## src/wnov_pkg.sv

```systemverilog
// Shared types and constants of the windowed nearest-object vote block.
package wnov_pkg;

  // Fixed field widths.
  localparam int SLOT_W  = 4;
  localparam int PID_W   = 25;
  localparam int TID_W   = 32;
  localparam int CNT_W   = 16;
  localparam int TICK_W  = 32;
  localparam int WSLOT_W = 5;
  localparam int REACH_W = 16;
  localparam int LIMSQ_W = 32;
  localparam int BEST_W  = 35;

  // Squared distance that stands for "no player seen yet this tick".
  localparam logic [BEST_W-1:0] BEST_INIT = '1;

  // Configuration port.
  localparam int APB_AW = 4;
  localparam int APB_DW = 32;
  localparam int REG_IW = 2;
  localparam logic [REG_IW-1:0] REG_WINDOW = 2'd0;
  localparam logic [REG_IW-1:0] REG_REACH  = 2'd1;
  localparam logic [REG_IW-1:0] REG_LIMIT  = 2'd2;

  localparam logic [CNT_W-1:0]   WINDOW_RESET = 16'd25;
  localparam logic [REACH_W-1:0] REACH_RESET  = 16'd512;
  localparam logic [15:0]        LIMIT_RESET  = 16'd256;
  localparam logic [LIMSQ_W-1:0] LIMSQ_RESET  = 32'd65536;

  // Operand select of the shared squaring multiplier.
  localparam int MSEL_W = 2;
  localparam logic [MSEL_W-1:0] MUL_LIFT = 2'd0;
  localparam logic [MSEL_W-1:0] MUL_X    = 2'd1;
  localparam logic [MSEL_W-1:0] MUL_Y    = 2'd2;

  typedef struct packed {
    logic [CNT_W-1:0]          window_ticks;
    logic signed [REACH_W-1:0] reach_height;
    logic [LIMSQ_W-1:0]        near_limit_sq;
  } cfg_t;

  typedef struct packed {
    logic              take;
    logic              mul_en;
    logic [MSEL_W-1:0] mul_sel;
    logic              sum;
    logic              vote;
    logic              scan;
    logic              emit;
  } dp_cmd_t;

  typedef struct packed {
    logic in_range;
    logic in_ball;
    logic cur_last;
    logic window_done;
    logic scan_last;
    logic out_free;
  } dp_status_t;

endpackage

```

## src/wnov_in_if.sv

```systemverilog
// Sample request channel of the windowed nearest-object vote block.
interface wnov_in_if #(
  parameter int COORD_WIDTH = 16
);
  import wnov_pkg::*;

  logic                      valid;
  logic                      ready;
  logic [SLOT_W-1:0]         slot;
  logic signed [COORD_WIDTH-1:0] x_pos;
  logic signed [COORD_WIDTH-1:0] y_pos;
  logic signed [COORD_WIDTH-1:0] height;
  logic signed [PID_W-1:0]   player_ident;
  logic signed [TID_W-1:0]   team_ident;

  modport source (output valid, slot, x_pos, y_pos, height, player_ident, team_ident,
                  input ready);
  modport sink (input valid, slot, x_pos, y_pos, height, player_ident, team_ident,
                output ready);
endinterface

```

## src/wnov_out_if.sv

```systemverilog
// Result request channel of the windowed nearest-object vote block.
interface wnov_out_if;
  import wnov_pkg::*;

  logic                      valid;
  logic                      ready;
  logic [TICK_W-1:0]         window_start;
  logic signed [WSLOT_W-1:0] winner_slot;
  logic signed [PID_W-1:0]   winner_player;
  logic signed [TID_W-1:0]   winner_team;

  modport source (output valid, window_start, winner_slot, winner_player, winner_team,
                  input ready);
  modport sink (input valid, window_start, winner_slot, winner_player, winner_team,
                output ready);
endinterface

```

## src/wnov_cfg.sv

```systemverilog
// Configuration register file with its APB-style write and read port.
module wnov_cfg (
  input  logic                         clk,
  input  logic                         rst_n,
  input  logic                         psel,
  input  logic                         penable,
  input  logic                         pwrite,
  input  logic [wnov_pkg::APB_AW-1:0]  paddr,
  input  logic [wnov_pkg::APB_DW-1:0]  pwdata,
  output logic [wnov_pkg::APB_DW-1:0]  prdata,
  output logic                         pready,
  output wnov_pkg::cfg_t               cfg
);
  import wnov_pkg::*;

  logic [CNT_W-1:0]          window_ticks_r;
  logic signed [REACH_W-1:0] reach_height_r;
  logic [15:0]               near_limit_r;
  logic [LIMSQ_W-1:0]        near_limit_sq_r;
  logic [LIMSQ_W-1:0]        near_limit_sq_nxt;
  logic [REG_IW-1:0]         reg_idx;
  logic [15:0]               wdata16;
  logic                      wr_en;

  assign pready  = 1'b1;
  assign wr_en   = psel & penable & pwrite;
  assign reg_idx = paddr[APB_AW-1:2];
  assign wdata16 = pwdata[15:0];

  // The limit is kept squared so the per-tick check is a plain compare.
  assign near_limit_sq_nxt = LIMSQ_W'(wdata16) * LIMSQ_W'(wdata16);

  always_ff @(posedge clk) begin
    if (!rst_n) begin
      window_ticks_r  <= WINDOW_RESET;
      reach_height_r  <= REACH_RESET;
      near_limit_r    <= LIMIT_RESET;
      near_limit_sq_r <= LIMSQ_RESET;
    end else if (wr_en) begin
      case (reg_idx)
        REG_WINDOW: window_ticks_r <= wdata16;
        REG_REACH:  reach_height_r <= wdata16;
        REG_LIMIT: begin
          near_limit_r    <= wdata16;
          near_limit_sq_r <= near_limit_sq_nxt;
        end
        default: ;
      endcase
    end
  end

  always_comb begin
    case (reg_idx)
      REG_WINDOW: prdata = APB_DW'(window_ticks_r);
      REG_REACH:  prdata = APB_DW'(unsigned'(reach_height_r));
      REG_LIMIT:  prdata = APB_DW'(near_limit_r);
      default:    prdata = '0;
    endcase
  end

  assign cfg.window_ticks  = window_ticks_r;
  assign cfg.reach_height  = reach_height_r;
  assign cfg.near_limit_sq = near_limit_sq_r;

endmodule

```

## src/wnov_ctrl.sv

```systemverilog
// Sequencing state machine of the windowed nearest-object vote block.
module wnov_ctrl (
  input  logic                 clk,
  input  logic                 rst_n,
  input  logic                 in_valid,
  output logic                 in_ready,
  input  wnov_pkg::dp_status_t st,
  output wnov_pkg::dp_cmd_t    cmd
);
  import wnov_pkg::*;

  localparam logic [2:0] ST_IDLE = 3'd0;
  localparam logic [2:0] ST_LSQ  = 3'd1;
  localparam logic [2:0] ST_SQX  = 3'd2;
  localparam logic [2:0] ST_SQY  = 3'd3;
  localparam logic [2:0] ST_SUM  = 3'd4;
  localparam logic [2:0] ST_VOTE = 3'd5;
  localparam logic [2:0] ST_SCAN = 3'd6;
  localparam logic [2:0] ST_EMIT = 3'd7;

  logic [2:0] state_r;
  logic [2:0] state_nxt;

  always_comb begin
    state_nxt = state_r;
    cmd       = '0;
    in_ready  = 1'b0;
    case (state_r)
      ST_IDLE: begin
        in_ready = 1'b1;
        cmd.take = in_valid;
        if (in_valid && st.in_range) begin
          state_nxt = st.in_ball ? ST_LSQ : ST_SQX;
        end
      end
      ST_LSQ: begin
        cmd.mul_en  = 1'b1;
        cmd.mul_sel = MUL_LIFT;
        state_nxt   = ST_IDLE;
      end
      ST_SQX: begin
        cmd.mul_en  = 1'b1;
        cmd.mul_sel = MUL_X;
        state_nxt   = ST_SQY;
      end
      ST_SQY: begin
        cmd.mul_en  = 1'b1;
        cmd.mul_sel = MUL_Y;
        state_nxt   = ST_SUM;
      end
      ST_SUM: begin
        cmd.sum   = 1'b1;
        state_nxt = st.cur_last ? ST_VOTE : ST_IDLE;
      end
      ST_VOTE: begin
        cmd.vote  = 1'b1;
        state_nxt = st.window_done ? ST_SCAN : ST_IDLE;
      end
      ST_SCAN: begin
        cmd.scan = 1'b1;
        if (st.scan_last) begin
          state_nxt = ST_EMIT;
        end
      end
      ST_EMIT: begin
        if (st.out_free) begin
          cmd.emit  = 1'b1;
          state_nxt = ST_IDLE;
        end
      end
      default: state_nxt = ST_IDLE;
    endcase
  end

  always_ff @(posedge clk) begin
    if (!rst_n) begin
      state_r <= ST_IDLE;
    end else begin
      state_r <= state_nxt;
    end
  end

endmodule

```

## src/wnov_dp.sv

```systemverilog
// Datapath: ball state, shared squaring multiplier, nearest search, votes and result.
module wnov_dp #(
  parameter int NUM_OBJECTS = 11,
  parameter int COORD_WIDTH = 16
) (
  input  logic                                clk,
  input  logic                                rst_n,
  input  wnov_pkg::cfg_t                      cfg,
  input  wnov_pkg::dp_cmd_t                   cmd,
  output wnov_pkg::dp_status_t                st,
  input  logic [wnov_pkg::SLOT_W-1:0]         slot,
  input  logic signed [COORD_WIDTH-1:0]       x_pos,
  input  logic signed [COORD_WIDTH-1:0]       y_pos,
  input  logic signed [COORD_WIDTH-1:0]       height,
  input  logic signed [wnov_pkg::PID_W-1:0]   player_ident,
  input  logic signed [wnov_pkg::TID_W-1:0]   team_ident,
  output logic                                out_valid,
  input  logic                                out_ready,
  output logic [wnov_pkg::TICK_W-1:0]         window_start,
  output logic signed [wnov_pkg::WSLOT_W-1:0] winner_slot,
  output logic signed [wnov_pkg::PID_W-1:0]   winner_player,
  output logic signed [wnov_pkg::TID_W-1:0]   winner_team
);
  import wnov_pkg::*;

  localparam int IDXW = $clog2(NUM_OBJECTS);
  localparam int SLW  = ((IDXW > SLOT_W) ? IDXW : SLOT_W) + 1;
  localparam int DFW  = COORD_WIDTH + 1;
  localparam int LW   = (COORD_WIDTH > REACH_W) ? COORD_WIDTH : REACH_W;
  localparam int EW   = LW + 1;
  localparam int MW   = (DFW > LW + 1) ? DFW : LW + 1;
  localparam int SQW  = 2 * LW;
  localparam int DW   = (SQW + 2 > BEST_W) ? SQW + 2 : BEST_W;

  // Incoming sample decode.
  logic [SLW-1:0]  slot_ext;
  logic [IDXW-1:0] slot_idx;
  logic            in_range;
  logic            in_last;
  logic            take_ok;

  assign slot_ext = SLW'(slot);
  assign slot_idx = IDXW'(slot_ext);
  assign in_range = slot_ext < SLW'(NUM_OBJECTS);
  assign in_last  = slot_ext == SLW'(NUM_OBJECTS - 1);
  assign take_ok  = cmd.take & in_range;

  // Ball state and per-item working registers.
  logic signed [COORD_WIDTH-1:0] ball_x_r;
  logic signed [COORD_WIDTH-1:0] ball_y_r;
  logic [LW-1:0]                 lift_r;
  logic [SQW-1:0]                lift_sq_r;
  logic signed [DFW-1:0]         dx_r;
  logic signed [DFW-1:0]         dy_r;
  logic [SQW-1:0]                prod_r;
  logic [SQW-1:0]                acc_r;
  logic [IDXW-1:0]               cur_slot_r;
  logic                          cur_last_r;

  // Tick and window state.
  logic [DW-1:0]     best_r;
  logic [IDXW-1:0]   best_slot_r;
  logic [CNT_W-1:0]  counts_r [NUM_OBJECTS];
  logic [PID_W-1:0]  pid_r [NUM_OBJECTS];
  logic [TID_W-1:0]  tid_r [NUM_OBJECTS];
  logic [CNT_W-1:0]  ticks_r;
  logic [TICK_W-1:0] tick_num_r;
  logic [TICK_W-1:0] wfirst_r;
  logic [IDXW-1:0]   scan_idx_r;
  logic [IDXW-1:0]   top_r;
  logic [CNT_W-1:0]  top_cnt_r;

  // Result register.
  logic                      out_valid_r;
  logic [TICK_W-1:0]         out_wstart_r;
  logic [WSLOT_W-1:0]        out_slot_r;
  logic [PID_W-1:0]          out_pid_r;
  logic [TID_W-1:0]          out_tid_r;

  // Ball height above the reach threshold.
  logic signed [EW-1:0] h_ext;
  logic signed [EW-1:0] reach_ext;
  logic signed [EW-1:0] lift_diff;
  logic [LW-1:0]        lift_val;

  assign h_ext     = EW'(height);
  assign reach_ext = EW'($signed(cfg.reach_height));
  assign lift_diff = h_ext - reach_ext;
  assign lift_val  = (h_ext > reach_ext) ? LW'(lift_diff) : '0;

  // Shared squaring multiplier.
  logic signed [MW-1:0]   mul_a;
  logic signed [2*MW-1:0] mul_p;
  logic [SQW-1:0]         mul_sq;

  always_comb begin
    case (cmd.mul_sel)
      MUL_LIFT: mul_a = MW'($signed({1'b0, lift_r}));
      MUL_X:    mul_a = MW'(dx_r);
      MUL_Y:    mul_a = MW'(dy_r);
      default:  mul_a = '0;
    endcase
  end

  assign mul_p  = mul_a * mul_a;
  assign mul_sq = SQW'(mul_p);

  // Distance of the current player and the tick's vote.
  logic [DW-1:0]     d2;
  logic [IDXW-1:0]   vote_idx;
  logic [IDXW-1:0]   cnt_addr;
  logic [CNT_W-1:0]  cnt_rd;
  logic [CNT_W-1:0]  ticks_nxt;
  logic [CNT_W-1:0]  goal;

  assign d2 = DW'(acc_r) + DW'(prod_r) + DW'(lift_sq_r);

  assign vote_idx = ((best_slot_r != '0) && (best_r <= DW'(cfg.near_limit_sq)))
                    ? best_slot_r : '0;
  assign cnt_addr = cmd.vote ? vote_idx : scan_idx_r;
  assign cnt_rd   = counts_r[cnt_addr];

  assign ticks_nxt = ticks_r + CNT_W'(1);
  assign goal      = (cfg.window_ticks == '0) ? CNT_W'(1) : cfg.window_ticks;

  assign st.in_range    = in_range;
  assign st.in_ball     = slot == '0;
  assign st.cur_last    = cur_last_r;
  assign st.window_done = ticks_nxt >= goal;
  assign st.scan_last   = scan_idx_r == IDXW'(NUM_OBJECTS - 1);
  assign st.out_free    = !out_valid_r || out_ready;

  always_ff @(posedge clk) begin
    if (!rst_n) begin
      ball_x_r    <= '0;
      ball_y_r    <= '0;
      lift_r      <= '0;
      lift_sq_r   <= '0;
      best_r      <= DW'(BEST_INIT);
      best_slot_r <= '0;
      ticks_r     <= '0;
      tick_num_r  <= '0;
      wfirst_r    <= '0;
      out_valid_r <= 1'b0;
      for (int i = 0; i < NUM_OBJECTS; i++) begin
        counts_r[i] <= '0;
      end
    end else begin
      if (take_ok && slot == '0) begin
        ball_x_r <= x_pos;
        ball_y_r <= y_pos;
        lift_r   <= lift_val;
      end
      if (cmd.mul_en && cmd.mul_sel == MUL_LIFT) begin
        lift_sq_r <= mul_sq;
      end
      if (cmd.sum && d2 < best_r) begin
        best_r      <= d2;
        best_slot_r <= cur_slot_r;
      end
      if (cmd.vote) begin
        if (cnt_rd != '1) begin
          counts_r[vote_idx] <= cnt_rd + CNT_W'(1);
        end
        best_r      <= DW'(BEST_INIT);
        best_slot_r <= '0;
        ticks_r     <= ticks_nxt;
        tick_num_r  <= tick_num_r + TICK_W'(1);
      end
      if (cmd.emit) begin
        for (int i = 0; i < NUM_OBJECTS; i++) begin
          counts_r[i] <= '0;
        end
        ticks_r     <= '0;
        wfirst_r    <= tick_num_r;
        out_valid_r <= 1'b1;
      end else if (out_ready) begin
        out_valid_r <= 1'b0;
      end
    end
  end

  // Working and payload registers without reset.
  always_ff @(posedge clk) begin
    if (take_ok) begin
      dx_r       <= DFW'(ball_x_r) - DFW'(x_pos);
      dy_r       <= DFW'(ball_y_r) - DFW'(y_pos);
      cur_slot_r <= slot_idx;
      cur_last_r <= in_last;
      if (ticks_r == '0) begin
        pid_r[slot_idx] <= player_ident;
        tid_r[slot_idx] <= team_ident;
      end
    end
    if (cmd.mul_en) begin
      prod_r <= mul_sq;
      if (cmd.mul_sel == MUL_Y) begin
        acc_r <= prod_r;
      end
    end
    if (cmd.vote) begin
      scan_idx_r <= '0;
      top_r      <= '0;
      top_cnt_r  <= '0;
    end
    if (cmd.scan) begin
      if (cnt_rd > top_cnt_r) begin
        top_r     <= scan_idx_r;
        top_cnt_r <= cnt_rd;
      end
      scan_idx_r <= scan_idx_r + IDXW'(1);
    end
    if (cmd.emit) begin
      out_wstart_r <= wfirst_r;
      out_slot_r   <= WSLOT_W'(top_r) - WSLOT_W'(1);
      out_pid_r    <= pid_r[top_r];
      out_tid_r    <= tid_r[top_r];
    end
  end

  assign out_valid     = out_valid_r;
  assign window_start  = out_wstart_r;
  assign winner_slot   = out_slot_r;
  assign winner_player = out_pid_r;
  assign winner_team   = out_tid_r;

endmodule

```

## src/windowed_nearest_object_vote.sv

```systemverilog
// Top level of the windowed nearest-object vote block.
//
// The block takes tracked object samples, NUM_OBJECTS per tick in slot order
// (slot 0 is the ball, the rest are players, the last slot closes the tick),
// and votes each tick for the player nearest the ball in squared distance,
// where ball height above reach_height counts as a third axis and the lower
// slot wins ties. A tick whose nearest player lies beyond near_limit, or that
// saw no player, votes for nobody. After window_ticks ticks one result request
// carries the window's first tick number, the winning slot minus one (-1 for
// nobody) and the ids captured at that slot during the window's first tick;
// the votes are then cleared. Samples with a slot at or beyond NUM_OBJECTS are
// taken and dropped. A ball sample goes on to square its lift above reach, and
// a player sample steps the one squaring multiplier through dx squared and dy
// squared in turn before the sum and compare. The tick's last sample then
// votes, and a window's last tick goes on to walk all NUM_OBJECTS vote counts
// and load the result register, a load that waits while that register still
// holds an earlier result nobody has taken. The result register lets the next
// samples be taken while a result waits. Configuration registers sit at byte
// addresses 0 (window_ticks), 4 (reach_height) and 8 (near_limit) and are
// to be written only while the block is idle.
module windowed_nearest_object_vote #(
  parameter int NUM_OBJECTS = 11,
  parameter int COORD_WIDTH = 16
) (
  input  logic                        clk,
  input  logic                        rst_n,
  wnov_in_if.sink                     in_ch,
  wnov_out_if.source                  out_ch,
  input  logic                        psel,
  input  logic                        penable,
  input  logic                        pwrite,
  input  logic [wnov_pkg::APB_AW-1:0] paddr,
  input  logic [wnov_pkg::APB_DW-1:0] pwdata,
  output logic [wnov_pkg::APB_DW-1:0] prdata,
  output logic                        pready
);
  import wnov_pkg::*;

  cfg_t       cfg;
  dp_cmd_t    cmd;
  dp_status_t st;
  logic       in_ready;

  // Register file; the near limit is held squared for the per-tick compare.
  wnov_cfg u_cfg (
    .clk     (clk),
    .rst_n   (rst_n),
    .psel    (psel),
    .penable (penable),
    .pwrite  (pwrite),
    .paddr   (paddr),
    .pwdata  (pwdata),
    .prdata  (prdata),
    .pready  (pready),
    .cfg     (cfg)
  );

  // Controller: accepts samples only when the datapath is free and steps the
  // shared multiplier, the vote update and the count walk.
  wnov_ctrl u_ctrl (
    .clk      (clk),
    .rst_n    (rst_n),
    .in_valid (in_ch.valid),
    .in_ready (in_ready),
    .st       (st),
    .cmd      (cmd)
  );

  assign in_ch.ready = in_ready;

  // Datapath: ball state, distances, nearest player, votes, ids and the
  // result register that drives the output channel.
  wnov_dp #(
    .NUM_OBJECTS (NUM_OBJECTS),
    .COORD_WIDTH (COORD_WIDTH)
  ) u_dp (
    .clk           (clk),
    .rst_n         (rst_n),
    .cfg           (cfg),
    .cmd           (cmd),
    .st            (st),
    .slot          (in_ch.slot),
    .x_pos         (COORD_WIDTH'(in_ch.x_pos)),
    .y_pos         (COORD_WIDTH'(in_ch.y_pos)),
    .height        (COORD_WIDTH'(in_ch.height)),
    .player_ident  (in_ch.player_ident),
    .team_ident    (in_ch.team_ident),
    .out_valid     (out_ch.valid),
    .out_ready     (out_ch.ready),
    .window_start  (out_ch.window_start),
    .winner_slot   (out_ch.winner_slot),
    .winner_player (out_ch.winner_player),
    .winner_team   (out_ch.winner_team)
  );

endmodule
```

## src/flat_wrapper.sv

```systemverilog
// flat-port wrapper written by rule: the top's interface ports become plain ports
module windowed_nearest_object_vote_flat import wnov_pkg::*;
#(
  parameter int NUM_OBJECTS = 11,
  parameter int COORD_WIDTH = 16
)
  (clk, rst_n, psel, penable, pwrite, paddr, pwdata, prdata, pready, in_ch_valid, in_ch_slot, in_ch_x_pos, in_ch_y_pos, in_ch_height, in_ch_player_ident, in_ch_team_ident, in_ch_ready, out_ch_valid, out_ch_window_start, out_ch_winner_slot, out_ch_winner_player, out_ch_winner_team, out_ch_ready);
  wnov_in_if #(.COORD_WIDTH(COORD_WIDTH)) in_ch_i ();
  wnov_out_if out_ch_i ();
  input  logic clk;
  input  logic rst_n;
  input  logic psel;
  input  logic penable;
  input  logic pwrite;
  input  logic [wnov_pkg::APB_AW-1:0] paddr;
  input  logic [wnov_pkg::APB_DW-1:0] pwdata;
  output logic [wnov_pkg::APB_DW-1:0] prdata;
  output logic pready;
  input wire logic [$bits(in_ch_i.valid)-1:0] in_ch_valid;
  input wire logic [$bits(in_ch_i.slot)-1:0] in_ch_slot;
  input wire logic [$bits(in_ch_i.x_pos)-1:0] in_ch_x_pos;
  input wire logic [$bits(in_ch_i.y_pos)-1:0] in_ch_y_pos;
  input wire logic [$bits(in_ch_i.height)-1:0] in_ch_height;
  input wire logic [$bits(in_ch_i.player_ident)-1:0] in_ch_player_ident;
  input wire logic [$bits(in_ch_i.team_ident)-1:0] in_ch_team_ident;
  output wire logic [$bits(in_ch_i.ready)-1:0] in_ch_ready;
  output wire logic [$bits(out_ch_i.valid)-1:0] out_ch_valid;
  output wire logic [$bits(out_ch_i.window_start)-1:0] out_ch_window_start;
  output wire logic [$bits(out_ch_i.winner_slot)-1:0] out_ch_winner_slot;
  output wire logic [$bits(out_ch_i.winner_player)-1:0] out_ch_winner_player;
  output wire logic [$bits(out_ch_i.winner_team)-1:0] out_ch_winner_team;
  input wire logic [$bits(out_ch_i.ready)-1:0] out_ch_ready;
  assign in_ch_i.valid = in_ch_valid;
  assign in_ch_i.slot = in_ch_slot;
  assign in_ch_i.x_pos = in_ch_x_pos;
  assign in_ch_i.y_pos = in_ch_y_pos;
  assign in_ch_i.height = in_ch_height;
  assign in_ch_i.player_ident = in_ch_player_ident;
  assign in_ch_i.team_ident = in_ch_team_ident;
  assign in_ch_ready = in_ch_i.ready;
  assign out_ch_valid = out_ch_i.valid;
  assign out_ch_window_start = out_ch_i.window_start;
  assign out_ch_winner_slot = out_ch_i.winner_slot;
  assign out_ch_winner_player = out_ch_i.winner_player;
  assign out_ch_winner_team = out_ch_i.winner_team;
  assign out_ch_i.ready = out_ch_ready;
  windowed_nearest_object_vote #(.NUM_OBJECTS(NUM_OBJECTS), .COORD_WIDTH(COORD_WIDTH)) u_core (.clk(clk), .rst_n(rst_n), .in_ch(in_ch_i), .out_ch(out_ch_i), .psel(psel), .penable(penable), .pwrite(pwrite), .paddr(paddr), .pwdata(pwdata), .prdata(prdata), .pready(pready));
endmodule
```

## config.mk

```make
export PLATFORM = sky130hd
export DESIGN_NAME = windowed_nearest_object_vote_flat
export DESIGN_NICKNAME = d
export VERILOG_FILES = /design/src/wnov_pkg.sv /design/src/wnov_in_if.sv /design/src/wnov_out_if.sv /design/src/wnov_cfg.sv /design/src/wnov_ctrl.sv /design/src/wnov_dp.sv /design/src/windowed_nearest_object_vote.sv /design/src/flat_wrapper.sv
export SDC_FILE = /design/constraint.sdc
export NUM_CORES = 2
export LEC_CHECK = 0
export BUFFER_PORTS_ARGS = -buffer_cell sky130_fd_sc_hd__buf_2
export CORE_ASPECT_RATIO = 0.8
export CORE_MARGIN = 2
export CORE_UTILIZATION = 25
export CTS_CLUSTER_SIZE = 16
export DETAILED_ROUTE_END_ITERATION = 7
export SLEW_MARGIN = 20
export SYNTH_ARGS = -nofsm -noshare
export SYNTH_HDL_FRONTEND = slang
export SYNTH_SLANG_ARGS = --single-unit
```

## constraint.sdc

```tcl
create_clock -name clk -period 39.5 [get_ports clk]
set_input_delay 7.9 -clock clk [delete_from_list [all_inputs] [get_ports clk]]
set_output_delay 7.9 -clock clk [all_outputs]
set_load 0.005 [all_outputs]
```

* Word level (Yosys, flattened, before mapping)
Memory sizes are Yosys's and may differ from the RTL's. A register that Yosys moved wholly into a read port is not among the register bits.
Cells that the tools add are included.
** Cells by class
- $mul :: 2
- Reductions and logical operators :: 24
- Div/mod/pow operators :: 0
- Add/sub/neg operators :: 10
- $lt $le $gt $ge :: 6
- Bitwise gates (word level) :: 15
- Shift-type cells :: 0
- Mux-type cells :: 56
- Equality and inequality tests :: 17
** Operators by type and width (count)
- 16-bit 2-to-1 mux :: 17
- 17-bit one-hot mux with 3 select lines :: 1
- 16-bit one-hot mux with 3 select lines :: 1
- 35-bit by 32-bit <= comparator with 1-bit output :: 1
- 34-bit by 35-bit < comparator with 1-bit output :: 1
- 33-bit by 32-bit adder with 34-bit output :: 1
- 16-bit by 16-bit subtractor with 17-bit output :: 2
- 32-bit by 32-bit adder with 33-bit output :: 1
- 16-bit by 1-bit adder with 16-bit output, second input constant :: 2
- 32-bit by 1-bit adder with 32-bit output, second input constant :: 1
- 16-bit greater-than comparator :: 2
- 16-bit zero test :: 2
- 16-bit by 16-bit multiplier with 32-bit output :: 1
- 17-bit by 17-bit multiplier with 32-bit output :: 1
- 4-bit 2-to-1 mux :: 8
- 3-bit one-hot mux with 8 select lines :: 1
- 1-bit 2-to-1 mux :: 21
- 16-bit >= comparator :: 1
- 16-bit != test, second input constant :: 1
- 16-bit OR reduction :: 1
- 16-bit subtractor :: 1
- 3-bit 2-to-1 mux :: 5
- 3-bit == test, second input constant :: 4
- 1-bit bitwise OR :: 11
- 25 further kinds :: 42
** Storage, ports and cells
- Output and inout port bits :: 129
- ROM bits :: 0
- Logic and storage cells :: 159
- RAM bits :: 803
- Input port bits :: 152
- Memories :: 3
- Register bits :: 447
- Bits in latches :: 0
** Memory list
- u_core.u_dp.tid_r :: depth 11, bits a word 32, rd ports 1, clocked after memory_dff 1, write ports 1, RTL line wnov_dp.sv:65 : logic [TID_W-1:0] tid_r [NUM_OBJECTS];
- u_core.u_dp.pid_r :: depth 11, bits a word 25, rd ports 1, clocked after memory_dff 1, write ports 1, RTL line wnov_dp.sv:64 : logic [PID_W-1:0] pid_r [NUM_OBJECTS];
- u_core.u_dp.counts_r :: depth 11, bits a word 16, rd ports 1, clocked after memory_dff 0, write ports 11, RTL line wnov_dp.sv:63 : logic [CNT_W-1:0] counts_r [NUM_OBJECTS];

* Longest topological paths before layout
An unclocked memory read counts as a cell.
- Depth after elaboration :: 12
- Mapped depth :: 35
- Mapped depth without buffers :: 33

* By module
A second synthesis with hierarchy kept.
** Second synthesis, totals
- Cell total of the unflattened synthesis :: 6830
- Area total of the unflattened synthesis :: 78764.3 µm²
** By module, submodules not included
- wnov_dp :: instances 1, area each 67773.8 µm², sequential area each 36875.4 µm², cells each 5496
- wnov_cfg :: instances 1, area each 10730.3 µm², sequential area each 1561.5 µm², cells each 1299
- wnov_ctrl :: instances 1, area each 260.2 µm², sequential area each 60.1 µm², cells each 35

* Least setup slack after synthesis
Ideal clock, no wire load.
- Kind :: input to register
- From :: input in_ch_slot[0]
- To :: memory u_core.u_dp.pid_r[1][0], enable pin
- Arrival :: 18.731 ns
- Data required time :: 38.864 ns
- Buffers on the path :: 0
- Path slack :: 20.134 ns
- Stages on the path :: 5
- Library setup time :: 0.636 ns
- Cells stage by stage :: a21oi_1 o21ai_0 nor4_1 and4_1 nor4b_1
** On the way
- Word-level cells in the longest chain between the ends :: 4
** RTL lines
- start: declaration :: RTL line flat_wrapper.sv:20 : input wire logic [$bits(in_ch_i.slot)-1:0] in_ch_slot;
- 4-bit < comparator :: RTL line wnov_dp.sv:44 : assign in_range = slot_ext < SLW'(NUM_OBJECTS);
- 1-bit AND :: RTL line wnov_dp.sv:46 : assign take_ok = cmd.take & in_range;
- named net u_core.u_dp.take_ok :: RTL line wnov_dp.sv:40 : logic take_ok;
- 1-bit 2-to-1 mux :: RTL line wnov_dp.sv:185 : if (take_ok) begin
- 1-bit 2-to-1 mux (not written as such) :: RTL line wnov_dp.sv:191 : pid_r[slot_idx] <= player_ident;
- end: declaration :: RTL line wnov_dp.sv:64
The timed path passes the listed nets, and every way through them passes these cells.

* Final worst setup path
- From :: input paddr[2] in the netlist's numbering
- To :: output prdata[6] in the netlist's numbering
** On the way
- Word-level cells in the longest chain between the ends :: 2
- Elaborated cells on any way between the ends :: 4
- Classes of those cells :: eq/ne: 2; mux: 1; reduce/logical: 1
** RTL lines
- start: declaration :: RTL line flat_wrapper.sv:15 : input logic [wnov_pkg::APB_AW-1:0] paddr;
- 2-bit == test (tied with other cells) :: RTL line wnov_cfg.sv:53 : case (reg_idx)
- 16-bit one-hot mux with 3 select lines (*) :: RTL line wnov_cfg.sv:53
- end: declaration :: RTL line flat_wrapper.sv:17 : output logic [wnov_pkg::APB_DW-1:0] prdata;
Mark *: on every way between the ends. The rest lies on a longest branch, timed or not.

==> flow_summary.yaml <==
global_routing:
  grt_max_degree: 193
  grt_overflow: 0
  grt_use_total_pct: 12.4
  grt_use_met2_pct: 20.9
  antenna_found_initial: 37
  use_met3_pct: 1.99
  grt_use_met1_pct: 16.4
  top_usage_layer: "met2"
  grt_pass1_wl_um: 299000
  grt_pass1_vias: 49502
pwr:
  combinationalPowerShare_pct: 33.1
  irDropWorstVdd_mv: 0.0723
  power_frac_clock_pct: 30.1
  cellPowerDensity_nw_per_um2: 51.8
  p_leak_nw: 34.0
  p_switching_w: 0.00155
  sw_frac_of_total_pct: 34.1
  p_total_w: 0.00453
  p_int_w: 0.00298
  p_seq_share_pct: 36.8
sta:
  tightest_slew_ns: 1.16
  fmax_mhz: 58.2
  post-route-period-util_pct: 43.5
  drv_slew: 0
  fin_skew_ns: 0.0596
  finalSetupTns_ns: 0
  relSlewSlack_pct: 22.0
  hold_violations: 0
  post-route-min-period_ns: 17.18
  finalSetupViolations: 0
  rsz0062_at_grt: "no"
cts:
  clkLatencyLatePin_ns: 0.80
  htree_levels: 4
  root_buffer: "clkbuf_16"
  tritoncts: "built"
  cts_buffers: 146
  cts_setup_buffers: 0
  cts_hold_buf: 0
  clkTransAtPathRegs_ns: 0.06
  ctsResizeCount: 0
  cts_sinks: 1382
  clockBufferDepth: 3
logic_synthesis:
  syn_area_um2: 76900
  yosysTopAreaCellShare_pct: 42.3
  yosys.cell_types.count: 86
  synth.area.top_cells: "edfxtp_1 (42%), fa_1 (12%), dfxtp_1 (7.8%)"
  synth-seq-cells: 1382
  synthArstFlopShare_pct: 0
  synth_ff_type: "edfxtp_1"
  synth_edf_count: 1082
  yosysWarnings: 0
  synth_largest_area_cell: "edfxtp_1"
  synth.avg_cell_area_um2: 11.9
  syn_inst: 6448
  yosysSeqAreaShare_pct: 50.1
final_layout:
  area_growth_pct: 13.8
  layout-drive-gt1-share_pct: 11.0
  nets: 7581
floorplanning:
  placeableCoreArea_um2: 307000
  die_w_um: 624
  rows: 182
  start_util_pct: 25.1
  dieArea_um2: 312000
  io_pins: 281
  die_h_um: 500
critical_path:
  timing.rr.start: "u_core.u_ctrl.state_r[2]$_SDFFE_PN0P_"
  crit_arrival_ns: 9.28
  required_ns: 31.60
  cp-start-kind: "input pin"
  cp_max_fo: 22
  max_stage_delay_ns: 0.65
  reg2reg_depth: 30
  worstSetupPathType: "input pin to output pin"
  cp-end-kind: "output pin"
  crit_start: "paddr[2]"
  rrSetupSlack_ns: 29.32
  worstPathCellList: "buf_2, nor2b_2, nand2_1, o21ai_0, buf_2"
  path_common_cell: "buf_2"
  slowest_stage: "nor2b_2"
  r2r-end: "u_core.u_dp.lift_sq_r[30]$_SDFFE_PN0P_"
routing:
  via_count: 48169
  drt_pass1_iterations: 5
  antenna_left: 0
  wl_um: 196000
  post_drt_wl_per_cell_um: 18.2
  vias_per_cell: 4.46
  drt_iter0_drc: 3385
  drc: 0
min_path:
  hp-start: "u_core.u_dp.wfirst_r[22]$_SDFFE_PN0P_"
  whs_endpoint: "u_core.u_dp.window_start[22]$_DFFE_PP_"
  worstHoldPathCells: 0
  hp-class: "flop to flop"
place:
  portBuffers: 245
  place_congestion: 0.839
  hpwl_um: 134000
outcome:
  status: "complete, no violations"
run:
  drv_cap: 0
## through the flow
| stage | area (µm²) | instances | utilization [%] | setup WS, ns | hold WS (ns) |
|---|---|---|---|---|---|
| after floorplan | 76900 | 6466 | - | 20.13 | 0.408 |
| after CTS | 87300 | 10780 | 28.5 | 21.98 | 0.430 |
| after global placement | 82600 | 10510 | 26.9 | 22.02 | 0.418 |
| final | 87500 | 10796 | 28.5 | 22.32 | 0.430 |
| after detailed placement | 82600 | 10510 | 26.9 | 21.96 | 0.416 |
| after global routing | 87500 | 10796 | 28.5 | 22.19 | 0.438 |
## Yosys cell counts (all sizes together), types with 7 or more instances
library cell  instances
a211oi               58
dfxtp               300
xnor2               143
o21bai               11
mux4                114
o21a                 28
a22oi                12
nor3                124
fa                  454
and2                120
o211ai               75
nand2               769
buf                 111
or2                   7
nor4                 18
a21o                 38
and3                 58
a211o                 7
ha                  362
nand2b               32
o2111ai               9
nor3b                 9
inv                 817
edfxtp             1082
nand4                35
o21ai               215
or3                  10
mux2i               261
a21boi              163
a32o                 14
nor2                352
nand3               111
a21oi               117
clkbuf              210
xor2                 58
nor2b                52
a31oi                15
and4                  8
## critical path: cells and delay by family
| kind | cells | cell delay [ns] |
|---|---|---|
| AND/OR/NAND/NOR | 2 | 0.79 |
| AO/OA/AOI/OAI | 1 | 0.12 |
| buffers and inverters | 2 | 0.45 |
## per-layer routing
| layer | share of wire, % | vias up |
|---|---|---|
| met5 | 0.061 | - |
| met3 | 4.6 | 310 |
| li1 | - | 22440 |
| met2 | 48 | 1022 |
| met4 | 2.9 | 18 |
| met1 | 45 | 24379 |
## cells in the final DEF, fill, tap and decap left out, types with 163 or more instances in the layout
| cell type | n |
|---|---|
| ha_1 | 362 |
| o21ai_0 | 202 |
| fa_1 | 454 |
| a21boi_0 | 163 |
| buf_2 | 244 |
| edfxtp_1 | 1082 |
| nand2_1 | 766 |
| mux2i_1 | 261 |
| nor2_1 | 340 |
| dfxtp_1 | 295 |
| inv_1 | 805 |
## logic make-up after synthesis
group / share of synthesized area [%]
fa+ha+maj: 17.7
mux: 6.77
simple gates: 10.2
compound gates: 7.10
other cells: 0.00977
xor+xnor: 2.29
buf+inv: 5.86
flops: 50.1
## layout make-up
class | count | area, µm²
antenna | 13 | 32.5
inverter | 823 | 3100
multi-input combinational | 3940 | 34100
tap | 4048 | 5060
clock inverter | 77 | 820
sequential | 1382 | 38500
timing repair buffer | 320 | 1860
fill | 30995 | 219000
clock buffer | 193 | 3940
## power by group through the flow
stage	combinational [W]	clock [W]	sequential [W]
5_1_grt	0.00170	0.00145	0.00167
2_1_floorplan	0.00108	0	0.00168
3_3_place_gp	0.00148	0	0.00170
3_5_place_dp	0.00149	0	0.00170
6_report	0.00150	0.00136	0.00167
4_1_cts	0.00151	0.00140	0.00167
## worst max-delay path by stage
| stage | endpoint | slack, ns | cells past startpoint |
|---|---|---|---|
| 4_1_cts | prdata[6] | 21.98 | 5 |
| 3_5_place_dp | prdata[6] | 21.96 | 5 |
| 5_1_grt | prdata[8] | 22.19 | 5 |
| 6_report | prdata[6] | 22.32 | 5 |
| 2_1_floorplan | u_core.u_dp.pid_r[1][0]$_DFFE_PP_ | 20.13 | 5 |
| 3_3_place_gp | prdata[11] | 22.02 | 5 |
## state kept, by name, indices dropped and copies added, names as in the netlist, 17 cells and up
name,cells
u_core.u_dp.window_start,32
u_core.u_dp.winner_team,32
u_core.u_dp.dy_r,17
u_core.u_dp.wfirst_r,32
u_core.u_dp.best_r,35
u_core.u_cfg.near_limit_sq_r,30
u_core.u_dp.winner_player,25
u_core.u_dp.counts_r,256
u_core.u_dp.pid_r,275
u_core.u_dp.acc_r,31
u_core.u_dp.tid_r,352
u_core.u_dp.lift_sq_r,31
u_core.u_dp.tick_num_r,32
u_core.u_dp.dx_r,17
u_core.u_dp.prod_r,31
Note: power is estimated with default switching activity, not from simulation.
